**src/jrf_pkg.sv**
```systemverilog
// Shared types, constants and state codes of the journal record framer.
package jrf_pkg;

  localparam int CS_WIDTH = 21;
  localparam int DIV_WIDTH = 49;
  localparam int SECTOR_WORDS = 128;

  localparam logic [31:0] TAG_BITMAP = 32'h3F2A_B8ED;
  localparam logic [31:0] TAG_TABLE = 32'hB4E6_F7AC;
  localparam logic [31:0] TAG_EMPTY = 32'h0000_0000;

  localparam logic REG_CHUNK_SECTORS = 1'b0;
  localparam logic REG_RECORD_MODE = 1'b1;

  localparam logic [1:0] MODE_BITMAP = 2'd0;
  localparam logic [1:0] MODE_MIXED = 2'd2;

  localparam logic OP_REQUEST = 1'b0;

  typedef struct packed {
    logic        op;
    logic [47:0] start_sector;
    logic [31:0] sector_count;
    logic [31:0] table_entry;
  } item_t;

  typedef struct packed {
    logic [31:0] word;
    logic        sector_end;
    logic        request_end;
    logic        run_last;
  } result_t;

  typedef enum logic [3:0] {
    ST_IDLE,
    ST_DIV_FIRST,
    ST_DIV_LAST,
    ST_MUL,
    ST_SUM,
    ST_CLAMP,
    ST_COUNT,
    ST_HDR_TAG,
    ST_HDR_CHUNK,
    ST_HDR_COUNT,
    ST_ENTRY,
    ST_BM_TAG,
    ST_BM_COUNT,
    ST_BM_LO,
    ST_BM_HI,
    ST_EMPTY
  } state_t;

endpackage

```
**src/jrf_fifo.sv**
```systemverilog
// Small register queue used on the input and result sides.
module jrf_fifo #(
  parameter int WIDTH = 8,
  parameter int DEPTH = 2
) (
  input  logic             clk,
  input  logic             rst,
  input  logic             push,
  output logic             full,
  input  logic [WIDTH-1:0] wdata,
  input  logic             pop,
  output logic             empty,
  output logic [WIDTH-1:0] rdata
);

  localparam int PW = (DEPTH > 1) ? $clog2(DEPTH) : 1;
  localparam int CW = $clog2(DEPTH + 1);

  logic [WIDTH-1:0] mem [DEPTH];
  logic [PW-1:0]    wptr;
  logic [PW-1:0]    rptr;
  logic [CW-1:0]    count;
  logic             do_push;
  logic             do_pop;

  assign full    = (count == CW'(DEPTH));
  assign empty   = (count == '0);
  assign do_push = push && !full;
  assign do_pop  = pop && !empty;
  assign rdata   = mem[rptr];

  always_ff @(posedge clk) begin
    if (rst) begin
      wptr  <= '0;
      rptr  <= '0;
      count <= '0;
    end else begin
      if (do_push) begin
        wptr <= (wptr == PW'(DEPTH - 1)) ? '0 : wptr + 1'b1;
      end
      if (do_pop) begin
        rptr <= (rptr == PW'(DEPTH - 1)) ? '0 : rptr + 1'b1;
      end
      if (do_push && !do_pop) begin
        count <= count + 1'b1;
      end else if (do_pop && !do_push) begin
        count <= count - 1'b1;
      end
    end
  end

  always_ff @(posedge clk) begin
    if (do_push) begin
      mem[wptr] <= wdata;
    end
  end

endmodule

```
**src/jrf_div.sv**
```systemverilog
// Restoring divider, one quotient bit per cycle.
module jrf_div import jrf_pkg::*; (
  input  logic                 clk,
  input  logic                 rst,
  input  logic                 start,
  input  logic [DIV_WIDTH-1:0] dividend,
  input  logic [CS_WIDTH-1:0]  divisor,
  output logic                 done,
  output logic [DIV_WIDTH-1:0] quotient
);

  localparam int CNT_W = $clog2(DIV_WIDTH);

  logic [CS_WIDTH-1:0] rem;
  logic [CNT_W-1:0]    cnt;
  logic                running;
  logic [CS_WIDTH:0]   trial;
  logic                fits;

  assign trial = {rem, quotient[DIV_WIDTH-1]};
  assign fits  = (trial >= {1'b0, divisor});

  always_ff @(posedge clk) begin
    if (rst) begin
      running <= 1'b0;
      done    <= 1'b0;
      cnt     <= '0;
    end else begin
      done <= 1'b0;
      if (start) begin
        running <= 1'b1;
        cnt     <= '0;
      end else if (running) begin
        cnt <= cnt + 1'b1;
        if (cnt == CNT_W'(DIV_WIDTH - 1)) begin
          running <= 1'b0;
          done    <= 1'b1;
        end
      end
    end
  end

  always_ff @(posedge clk) begin
    if (start) begin
      rem      <= '0;
      quotient <= dividend;
    end else if (running) begin
      rem      <= fits ? CS_WIDTH'(trial - {1'b0, divisor}) : trial[CS_WIDTH-1:0];
      quotient <= {quotient[DIV_WIDTH-2:0], fits};
    end
  end

endmodule

```
**src/jrf_back.sv**
```systemverilog
// Record sequencer: chunk arithmetic and word emission.
module jrf_back import jrf_pkg::*; #(
  parameter int TABLE_ENTRIES_PER_SECTOR = 125,
  parameter int MIXED_ENTRIES_PER_SECTOR = 121
) (
  input  logic                clk,
  input  logic                rst,
  input  logic                item_valid,
  input  item_t               item,
  output logic                item_pop,
  input  logic [CS_WIDTH-1:0] chunk_sectors,
  input  logic [1:0]          record_mode,
  input  logic                out_full,
  output logic                out_push,
  output result_t             out_result
);

  localparam logic [6:0] TABLE_LIM = 7'(TABLE_ENTRIES_PER_SECTOR);
  localparam logic [6:0] MIXED_LIM = 7'(MIXED_ENTRIES_PER_SECTOR);
  localparam int MCW = $clog2(CS_WIDTH);

  state_t state;
  state_t state_next;

  logic [47:0]          req_first_sector;
  logic [48:0]          req_end_sector;
  logic [47:0]          cur_chunk;
  logic [32:0]          chunks_left;
  logic [6:0]           slot_in_sector;
  logic [47:0]          rec_start_sector;
  logic [31:0]          rec_sector_count;
  logic [6:0]           sector_chunks;
  logic                 busy;
  logic [31:0]          entry;
  logic                 cnt_zero;
  logic                 mixed;
  logic                 done;
  logic                 need_empty;
  logic [63:0]          mul_acc;
  logic [63:0]          mul_cand;
  logic [CS_WIDTH-1:0]  mul_plier;
  logic [MCW-1:0]       mul_cnt;
  logic [27:0]          n_cs;
  logic [63:0]          hi_sum;
  logic [63:0]          lo_c;
  logic [63:0]          hi_c;

  logic                 div_start;
  logic [DIV_WIDTH-1:0] div_dividend;
  logic                 div_done;
  logic [DIV_WIDTH-1:0] div_quot;

  logic                 mixed_in;
  logic [6:0]           lim;
  logic [6:0]           n_first;
  logic                 close_c;
  logic                 done_c;
  logic                 need_empty_c;
  logic [7:0]           words_c;
  logic                 emit_state;

  assign mixed_in = (record_mode >= MODE_MIXED);
  assign lim      = mixed_in ? MIXED_LIM : TABLE_LIM;
  assign n_first  = (chunks_left < {26'd0, lim}) ? chunks_left[6:0] : lim;
  assign close_c  = ({1'b0, slot_in_sector} + 8'd1) >= {1'b0, sector_chunks};
  assign done_c   = (chunks_left == 33'd1);
  assign words_c  = 8'd3 + {1'b0, sector_chunks} + (mixed ? 8'd4 : 8'd0);
  assign need_empty_c = (words_c < 8'(SECTOR_WORDS));

  assign div_dividend = (state == ST_IDLE) ? {1'b0, item.start_sector}
                                           : (req_end_sector - 49'd1);

  jrf_div u_div (
    .clk      (clk),
    .rst      (rst),
    .start    (div_start),
    .dividend (div_dividend),
    .divisor  (chunk_sectors),
    .done     (div_done),
    .quotient (div_quot)
  );

  always_comb begin
    state_next = state;
    unique case (state)
      ST_IDLE: begin
        if (item_valid) begin
          if (item.op == OP_REQUEST) begin
            state_next = (record_mode == MODE_BITMAP) ? ST_BM_TAG : ST_DIV_FIRST;
          end else if (busy) begin
            state_next = (slot_in_sector == '0) ? ST_MUL : ST_ENTRY;
          end
        end
      end
      ST_DIV_FIRST: begin
        if (div_done) begin
          state_next = cnt_zero ? ST_IDLE : ST_DIV_LAST;
        end
      end
      ST_DIV_LAST: begin
        if (div_done) begin
          state_next = ST_IDLE;
        end
      end
      ST_MUL: begin
        if (mul_cnt == MCW'(CS_WIDTH - 1)) begin
          state_next = ST_SUM;
        end
      end
      ST_SUM:   state_next = ST_CLAMP;
      ST_CLAMP: state_next = ST_COUNT;
      ST_COUNT: state_next = ST_HDR_TAG;
      ST_HDR_TAG: begin
        if (!out_full) state_next = ST_HDR_CHUNK;
      end
      ST_HDR_CHUNK: begin
        if (!out_full) state_next = ST_HDR_COUNT;
      end
      ST_HDR_COUNT: begin
        if (!out_full) state_next = ST_ENTRY;
      end
      ST_ENTRY: begin
        if (!out_full) begin
          if (!close_c) begin
            state_next = ST_IDLE;
          end else if (mixed) begin
            state_next = ST_BM_TAG;
          end else begin
            state_next = need_empty_c ? ST_EMPTY : ST_IDLE;
          end
        end
      end
      ST_BM_TAG: begin
        if (!out_full) state_next = ST_BM_COUNT;
      end
      ST_BM_COUNT: begin
        if (!out_full) state_next = ST_BM_LO;
      end
      ST_BM_LO: begin
        if (!out_full) state_next = ST_BM_HI;
      end
      ST_BM_HI: begin
        if (!out_full) state_next = need_empty ? ST_EMPTY : ST_IDLE;
      end
      ST_EMPTY: begin
        if (!out_full) state_next = ST_IDLE;
      end
      default: state_next = ST_IDLE;
    endcase
  end

  always_comb begin
    item_pop   = (state == ST_IDLE) && item_valid;
    div_start  = 1'b0;
    emit_state = 1'b0;
    out_result = '0;
    unique case (state)
      ST_IDLE: begin
        div_start = item_valid && (item.op == OP_REQUEST) && (record_mode != MODE_BITMAP);
      end
      ST_DIV_FIRST: begin
        div_start = div_done && !cnt_zero;
      end
      ST_HDR_TAG: begin
        emit_state      = 1'b1;
        out_result.word = TAG_TABLE;
      end
      ST_HDR_CHUNK: begin
        emit_state      = 1'b1;
        out_result.word = cur_chunk[31:0];
      end
      ST_HDR_COUNT: begin
        emit_state      = 1'b1;
        out_result.word = {25'd0, sector_chunks};
      end
      ST_ENTRY: begin
        emit_state             = 1'b1;
        out_result.word        = entry;
        out_result.run_last    = !close_c;
        out_result.sector_end  = close_c && !mixed && !need_empty_c;
        out_result.request_end = close_c && !mixed && !need_empty_c && done_c;
        if (close_c && !mixed && !need_empty_c) begin
          out_result.run_last = 1'b1;
        end
      end
      ST_BM_TAG: begin
        emit_state      = 1'b1;
        out_result.word = TAG_BITMAP;
      end
      ST_BM_COUNT: begin
        emit_state      = 1'b1;
        out_result.word = rec_sector_count;
      end
      ST_BM_LO: begin
        emit_state      = 1'b1;
        out_result.word = rec_start_sector[31:0];
      end
      ST_BM_HI: begin
        emit_state             = 1'b1;
        out_result.word        = {16'd0, rec_start_sector[47:32]};
        out_result.run_last    = !need_empty;
        out_result.sector_end  = !need_empty;
        out_result.request_end = !need_empty && done;
      end
      ST_EMPTY: begin
        emit_state             = 1'b1;
        out_result.word        = TAG_EMPTY;
        out_result.run_last    = 1'b1;
        out_result.sector_end  = 1'b1;
        out_result.request_end = done;
      end
      default: begin
      end
    endcase
    out_push = emit_state && !out_full;
  end

  always_ff @(posedge clk) begin
    if (rst) begin
      state            <= ST_IDLE;
      req_first_sector <= '0;
      req_end_sector   <= '0;
      cur_chunk        <= '0;
      chunks_left      <= '0;
      slot_in_sector   <= '0;
      rec_start_sector <= '0;
      rec_sector_count <= '0;
      sector_chunks    <= '0;
      busy             <= 1'b0;
    end else begin
      state <= state_next;
      case (state)
        ST_IDLE: begin
          if (item_valid) begin
            if (item.op == OP_REQUEST) begin
              req_first_sector <= item.start_sector;
              req_end_sector   <= {1'b0, item.start_sector} + {17'd0, item.sector_count};
              slot_in_sector   <= '0;
              sector_chunks    <= '0;
              if (record_mode == MODE_BITMAP) begin
                busy             <= 1'b0;
                chunks_left      <= '0;
                rec_start_sector <= item.start_sector;
                rec_sector_count <= item.sector_count;
              end else begin
                busy <= 1'b1;
              end
            end else if (busy && slot_in_sector == '0) begin
              sector_chunks <= n_first;
            end
          end
        end
        ST_DIV_FIRST: begin
          if (div_done) begin
            cur_chunk <= div_quot[47:0];
            if (cnt_zero) begin
              chunks_left <= 33'd1;
            end
          end
        end
        ST_DIV_LAST: begin
          if (div_done) begin
            chunks_left <= 33'(div_quot - {1'b0, cur_chunk} + 49'd1);
          end
        end
        ST_COUNT: begin
          rec_start_sector <= lo_c[47:0];
          rec_sector_count <= hi_c[31:0] - lo_c[31:0];
        end
        ST_ENTRY: begin
          if (!out_full) begin
            slot_in_sector <= close_c ? '0 : slot_in_sector + 7'd1;
            cur_chunk      <= cur_chunk + 48'd1;
            chunks_left    <= chunks_left - 33'd1;
            if (close_c && done_c) begin
              busy <= 1'b0;
            end
          end
        end
        default: begin
        end
      endcase
    end
  end

  always_ff @(posedge clk) begin
    case (state)
      ST_IDLE: begin
        entry    <= item.table_entry;
        mixed    <= mixed_in;
        cnt_zero <= (item.sector_count == '0);
        if (item.op == OP_REQUEST) begin
          need_empty <= 1'b1;
          done       <= 1'b1;
        end
        mul_acc   <= '0;
        mul_cand  <= {16'd0, cur_chunk};
        mul_plier <= chunk_sectors;
        mul_cnt   <= '0;
        n_cs      <= 28'(n_first) * 28'(chunk_sectors);
      end
      ST_MUL: begin
        if (mul_plier[0]) begin
          mul_acc <= mul_acc + mul_cand;
        end
        mul_cand  <= {mul_cand[62:0], 1'b0};
        mul_plier <= mul_plier >> 1;
        mul_cnt   <= mul_cnt + 1'b1;
      end
      ST_SUM: begin
        hi_sum <= mul_acc + {36'd0, n_cs};
      end
      ST_CLAMP: begin
        lo_c <= (mul_acc < {16'd0, req_first_sector}) ? {16'd0, req_first_sector} : mul_acc;
        hi_c <= (hi_sum > {15'd0, req_end_sector}) ? {15'd0, req_end_sector} : hi_sum;
      end
      ST_ENTRY: begin
        done       <= done_c;
        need_empty <= need_empty_c;
      end
      default: begin
      end
    endcase
  end

endmodule

```
**src/journal_record_framer.sv**
```systemverilog
// Journal record framer top level: queues, configuration and sequencer.
//
//   channel  | handshake           | payload
//   ---------+---------------------+------------------------------
//   input    | push / full         | item   (item_t)
//   result   | pop / empty         | result (result_t)
//   config   | cfg_valid/cfg_ready | cfg_index, cfg_data
//
// A bitmap-only request produces 5 result words.
// A table request runs one 49-step division, two if its count is nonzero.
// An entry emits its words; the first entry of a sector first runs
// the 21-step chunk multiply and the sum, clamp and count steps.
// Reset is synchronous; a full result queue stalls the sequencer, and the
// input queue then fills and raises full.
module journal_record_framer import jrf_pkg::*; #(
  parameter int TABLE_ENTRIES_PER_SECTOR = 125,
  parameter int MIXED_ENTRIES_PER_SECTOR = 121
) (
  input  logic                clk,
  input  logic                rst,
  input  logic                push,
  output logic                full,
  input  item_t               item,
  input  logic                pop,
  output logic                empty,
  output result_t             result,
  input  logic                cfg_valid,
  output logic                cfg_ready,
  input  logic                cfg_index,
  input  logic [CS_WIDTH-1:0] cfg_data
);

  logic [CS_WIDTH-1:0] chunk_sectors;
  logic [1:0]          record_mode;
  logic [CS_WIDTH-1:0] cs_eff;
  logic                fq_empty;
  item_t               fq_item;
  logic                fq_pop;
  logic                oq_full;
  logic                oq_push;
  result_t             oq_wdata;

  assign cfg_ready = 1'b1;
  assign cs_eff    = (chunk_sectors == '0) ? CS_WIDTH'(1) : chunk_sectors;

  always_ff @(posedge clk) begin
    if (rst) begin
      chunk_sectors <= CS_WIDTH'(2048);
      record_mode   <= MODE_MIXED;
    end else if (cfg_valid && cfg_ready) begin
      unique case (cfg_index)
        REG_CHUNK_SECTORS: chunk_sectors <= cfg_data;
        REG_RECORD_MODE:   record_mode   <= cfg_data[1:0];
        default: begin
        end
      endcase
    end
  end

  jrf_fifo #(
    .WIDTH ($bits(item_t)),
    .DEPTH (2)
  ) u_front (
    .clk   (clk),
    .rst   (rst),
    .push  (push),
    .full  (full),
    .wdata (item),
    .pop   (fq_pop),
    .empty (fq_empty),
    .rdata (fq_item)
  );

  jrf_back #(
    .TABLE_ENTRIES_PER_SECTOR (TABLE_ENTRIES_PER_SECTOR),
    .MIXED_ENTRIES_PER_SECTOR (MIXED_ENTRIES_PER_SECTOR)
  ) u_back (
    .clk           (clk),
    .rst           (rst),
    .item_valid    (!fq_empty),
    .item          (fq_item),
    .item_pop      (fq_pop),
    .chunk_sectors (cs_eff),
    .record_mode   (record_mode),
    .out_full      (oq_full),
    .out_push      (oq_push),
    .out_result    (oq_wdata)
  );

  jrf_fifo #(
    .WIDTH ($bits(result_t)),
    .DEPTH (2)
  ) u_result (
    .clk   (clk),
    .rst   (rst),
    .push  (oq_push),
    .full  (oq_full),
    .wdata (oq_wdata),
    .pop   (pop),
    .empty (empty),
    .rdata (result)
  );

endmodule

```
**config.mk**
```make
export PLATFORM = sky130hd
export DESIGN_NAME = journal_record_framer
export DESIGN_NICKNAME = d
export VERILOG_FILES = /design/src/jrf_pkg.sv /design/src/jrf_fifo.sv /design/src/jrf_div.sv /design/src/jrf_back.sv /design/src/journal_record_framer.sv
export SDC_FILE = /design/constraint.sdc
export NUM_CORES = 2
export LEC_CHECK = 0
export BUFFER_PORTS_ARGS = -buffer_cell sky130_fd_sc_hd__buf_2
export CAP_MARGIN = 20
export CORE_AREA = 2 2 358 360
export DETAILED_ROUTE_END_ITERATION = 16
export DIE_AREA = 0 0 360 362
export PLACE_DENSITY = 0.77
export SYNTH_ARGS = -nofsm -noshare
export SYNTH_HDL_FRONTEND = slang
export SYNTH_SLANG_ARGS = --single-unit
```
**constraint.sdc**
```tcl
create_clock -name clk -period 7.8 [get_ports clk]
set_input_delay 1.56 -clock clk [delete_from_list [all_inputs] [get_ports clk]]
set_output_delay 1.56 -clock clk [all_outputs]
set_load 0.02 [all_outputs]
```
==> qor.yml <==
status: "finished clean"
critical_path.n_buffers_inverters: 6
slowest_stage: "o31ai_1"
synth-seq-cells: 1046
area_growth_pct: 10.66
drt_iter0_markers: 7173
final_cell_mix: "707 x edfxtp_1, 614 x nand2_1, 602 x nor2_1"
via_per_inst: 6.326
period_minus_slack_ps: 7448
worstPathMaxFanout: 9
htreeDepth: 3
syn_area_um2: 62690
max_cap_violations: 0
dp_hpwl_um: 152000
crit_family: "adder cells"
wl_per_cell_um: 24.91
nets: 7130
grt_pass1_wl_um: 307000
critPathLaunchType: "flop"
cts_sinks: 1046
drtAntennaViolNets: 0
required_ps: 8300
core_area_um2: 126700
fillers: 10910
insertion_delay_ps: 790
path_depth: 25
critPathCaptureType: "flop"
synth_seq_area_share_pct: 44.69
synthesis.nets: 7068
synth_area_leader_cell: "edfxtp_1"
critPathKind: "flop to flop"
ys_warn_count: 0
drc: 0
antenna_found_initial: 3
min_path_type: "flop to flop"
dpl_cell_area_um2: 65360
gr-total-overflow: 0
synth-edff-count: 707
peakVddDrop_uv: 245.4
gp_congestion: 0.9986
grt_usage_pct: 30.77
finalHoldViolations: 0
row_count: 131
die_h_um: 362
async_reset_ff_share_pct: 0
synthFlopType: "edfxtp_1"
max_slew_margin_pct: 17.72
cts-buffers-inserted: 112
drt-total-wl_um: 205600
die_x_um: 360
power_uw: 30290
path_clk_slew_ps: 70
p_per_area_nw_per_um2: 436.6
antenna_cells: 0
fin_area_um2: 69370
leakagePower_uw: 0.02656
io_buffers: 176
firstDrtPassIters: 7
finalMaxSlewViolations: 0
fmax_ghz: 0.1343
syn_avg_cell_area_um2: 9.754
clock_skew_ps: 68.02
tightest_slew_ps: 1226
finalSetupViolations: 0
synth_top_area_share_pct: 33.87
whs_path_depth: 2
fin_setup_tns_ps: 0
initial_utilization_pct: 49.48
tritoncts: "yes"
clockRootBuffer: "clkbuf_16"
vias: 52190
synth_area_leaders: "edfxtp_1 34%, dfxtp_1 11%, ha_1 8.0%, a21oi_1 4.1%, nand2_1 3.7%"
r2r_cells: 25
cp.arrival_ps: 7950
cts.path.max_buffers: 3
yosysUniqueCellTypes: 84
max_stage_delay_ps: 790
grt_max_degree: 152
io_pins: 178
drive_gt1_share_pct: 10.75
post-route-period-util_pct: 95.49
rsz0062_at_grt: "no"
final_common_cell: "edfxtp_1"
design.die.area_um2: 130300
grt_pass1_vias: 49590
syn-instance-count: 6427
==> worst min-delay path: stages (launching register included) <==
cell	delay, ps
dfxtp_1	310
nand2_1	50
a21oi_1	50
==> registers in the layout, indices dropped and copies added (netlist names), 48 cells and up, named ones only <==
register,count
u_back.mul_cand,64
u_back.hi_sum,64
u_result.mem,70
u_back.lo_c,48
u_back.req_first_sector,48
u_back.cur_chunk,48
u_back.u_div.quotient,49
u_back.req_end_sector,49
u_back.mul_acc,64
u_front.mem,226
u_back.rec_start_sector,48
==> power by group <==
group | internal (µW) | total [µW] | switching [µW]
sequential | 7760 | 9090 | 1330
clock | 3270 | 5700 | 2420
combinational | 5640 | 15500 | 9860
==> cell families (layout without fill, tap and decap cells) <==
| group | count (synthesis) | after routing | share of synthesized area (%) |
|---|---|---|---|
| buffers and inverters | 664 | 826 | 4.026 |
| XOR/XNOR | 285 | 285 | 3.982 |
| flip-flops | 1046 | 1046 | 44.69 |
| adder cells (fa/ha/maj) | 501 | 501 | 11.20 |
| AO/OA/AOI/OAI | 1670 | 1670 | 16.92 |
| other | 1 | 1 | 0.005982 |
| multiplexers | 268 | 268 | 4.651 |
| AND/OR/NAND/NOR | 1992 | 1992 | 14.53 |
==> cell usage after synthesis (all sizes together) (18+ instances only) <==
cell and number:
or3 27, o21ai 332, and2 71, o22ai 51, xor2 111, xnor2 174
o31ai 37, o21a 49, a211oi 122, buf 50, and3 43, or2 18
nor2b 25, a21oi 514, nor3 166, mux2i 82, dfxtp 339, edfxtp 707
nor4 64, or4 23, a211o 30, a31oi 53, mux2 186, ha 401
a2111oi 18, fa 100, clkbuf 267, o21bai 37, nand2b 42, nand3 151
a22oi 73, nand4 93, inv 346, a21o 132, nor2 614, o211ai 69
nand2 619
==> final cells by class <==
class,count,area [µm²],area share (%)
Multi-Input combinational cell,4717,32380,46.67
Sequential cell,1046,28020,40.39
Clock buffer,150,3119,4.496
Tap cell,1662,2079,2.998
Timing Repair Buffer,265,1644,2.370
Inverter,347,1305,1.881
Clock inverter,64,827.0,1.192
==> per-layer routing <==
| metal | wire length (µm) | track usage (%) | part of all wire (%) | up-vias |
|---|---|---|---|---|
| met5 | 27 | 0 | 0.013 | - |
| met4 | 10920 | 15.56 | 5.3 | 4 |
| met3 | 22690 | 6.553 | 11 | 452 |
| met2 | 89280 | 46.52 | 43 | 2809 |
| met1 | 82640 | 41.75 | 40 | 25270 |
| li1 | - | - | - | 23660 |
==> metrics by stage <==
stage | setup slack, ps | instances | utilization, % | hold slack [ps]
floorplan | 616.1 | 6427 | - | 431.2
global placement | 192.2 | 8032 | 51.57 | 438.0
detailed placement | 108.5 | 8033 | 51.59 | 446.9
CTS | 65.03 | 8247 | 54.70 | 453.6
global route | 9.289 | 8251 | 54.75 | 468.0
finish | 351.5 | 8251 | 54.75 | 454.4
==> final timing paths <==
| kind | slack, ps | endpoint | start |
|---|---|---|---|
| max | 350 | u_back.n_cs[21] | u_back.chunks_left[10] |
| min | 450 | u_back.rec_start_sector[15] | u_back.rec_start_sector[15] |
| max reg2reg | 350 | u_back.n_cs[21] | u_back.chunks_left[10] |
| min reg2reg | 450 | u_back.rec_start_sector[15] | u_back.rec_start_sector[15] |
==> what timing repair did <==
| item | 4_1_cts | 5_1_grt |
|---|---|---|
| buffers inserted | 0 | 1 |
| gates resized for setup | 0 | 6 |
| hold buffers | 0 | 0 |
| endpoints found under the setup margin | 0 | 3 |
(Power assumes the default switching activity.)
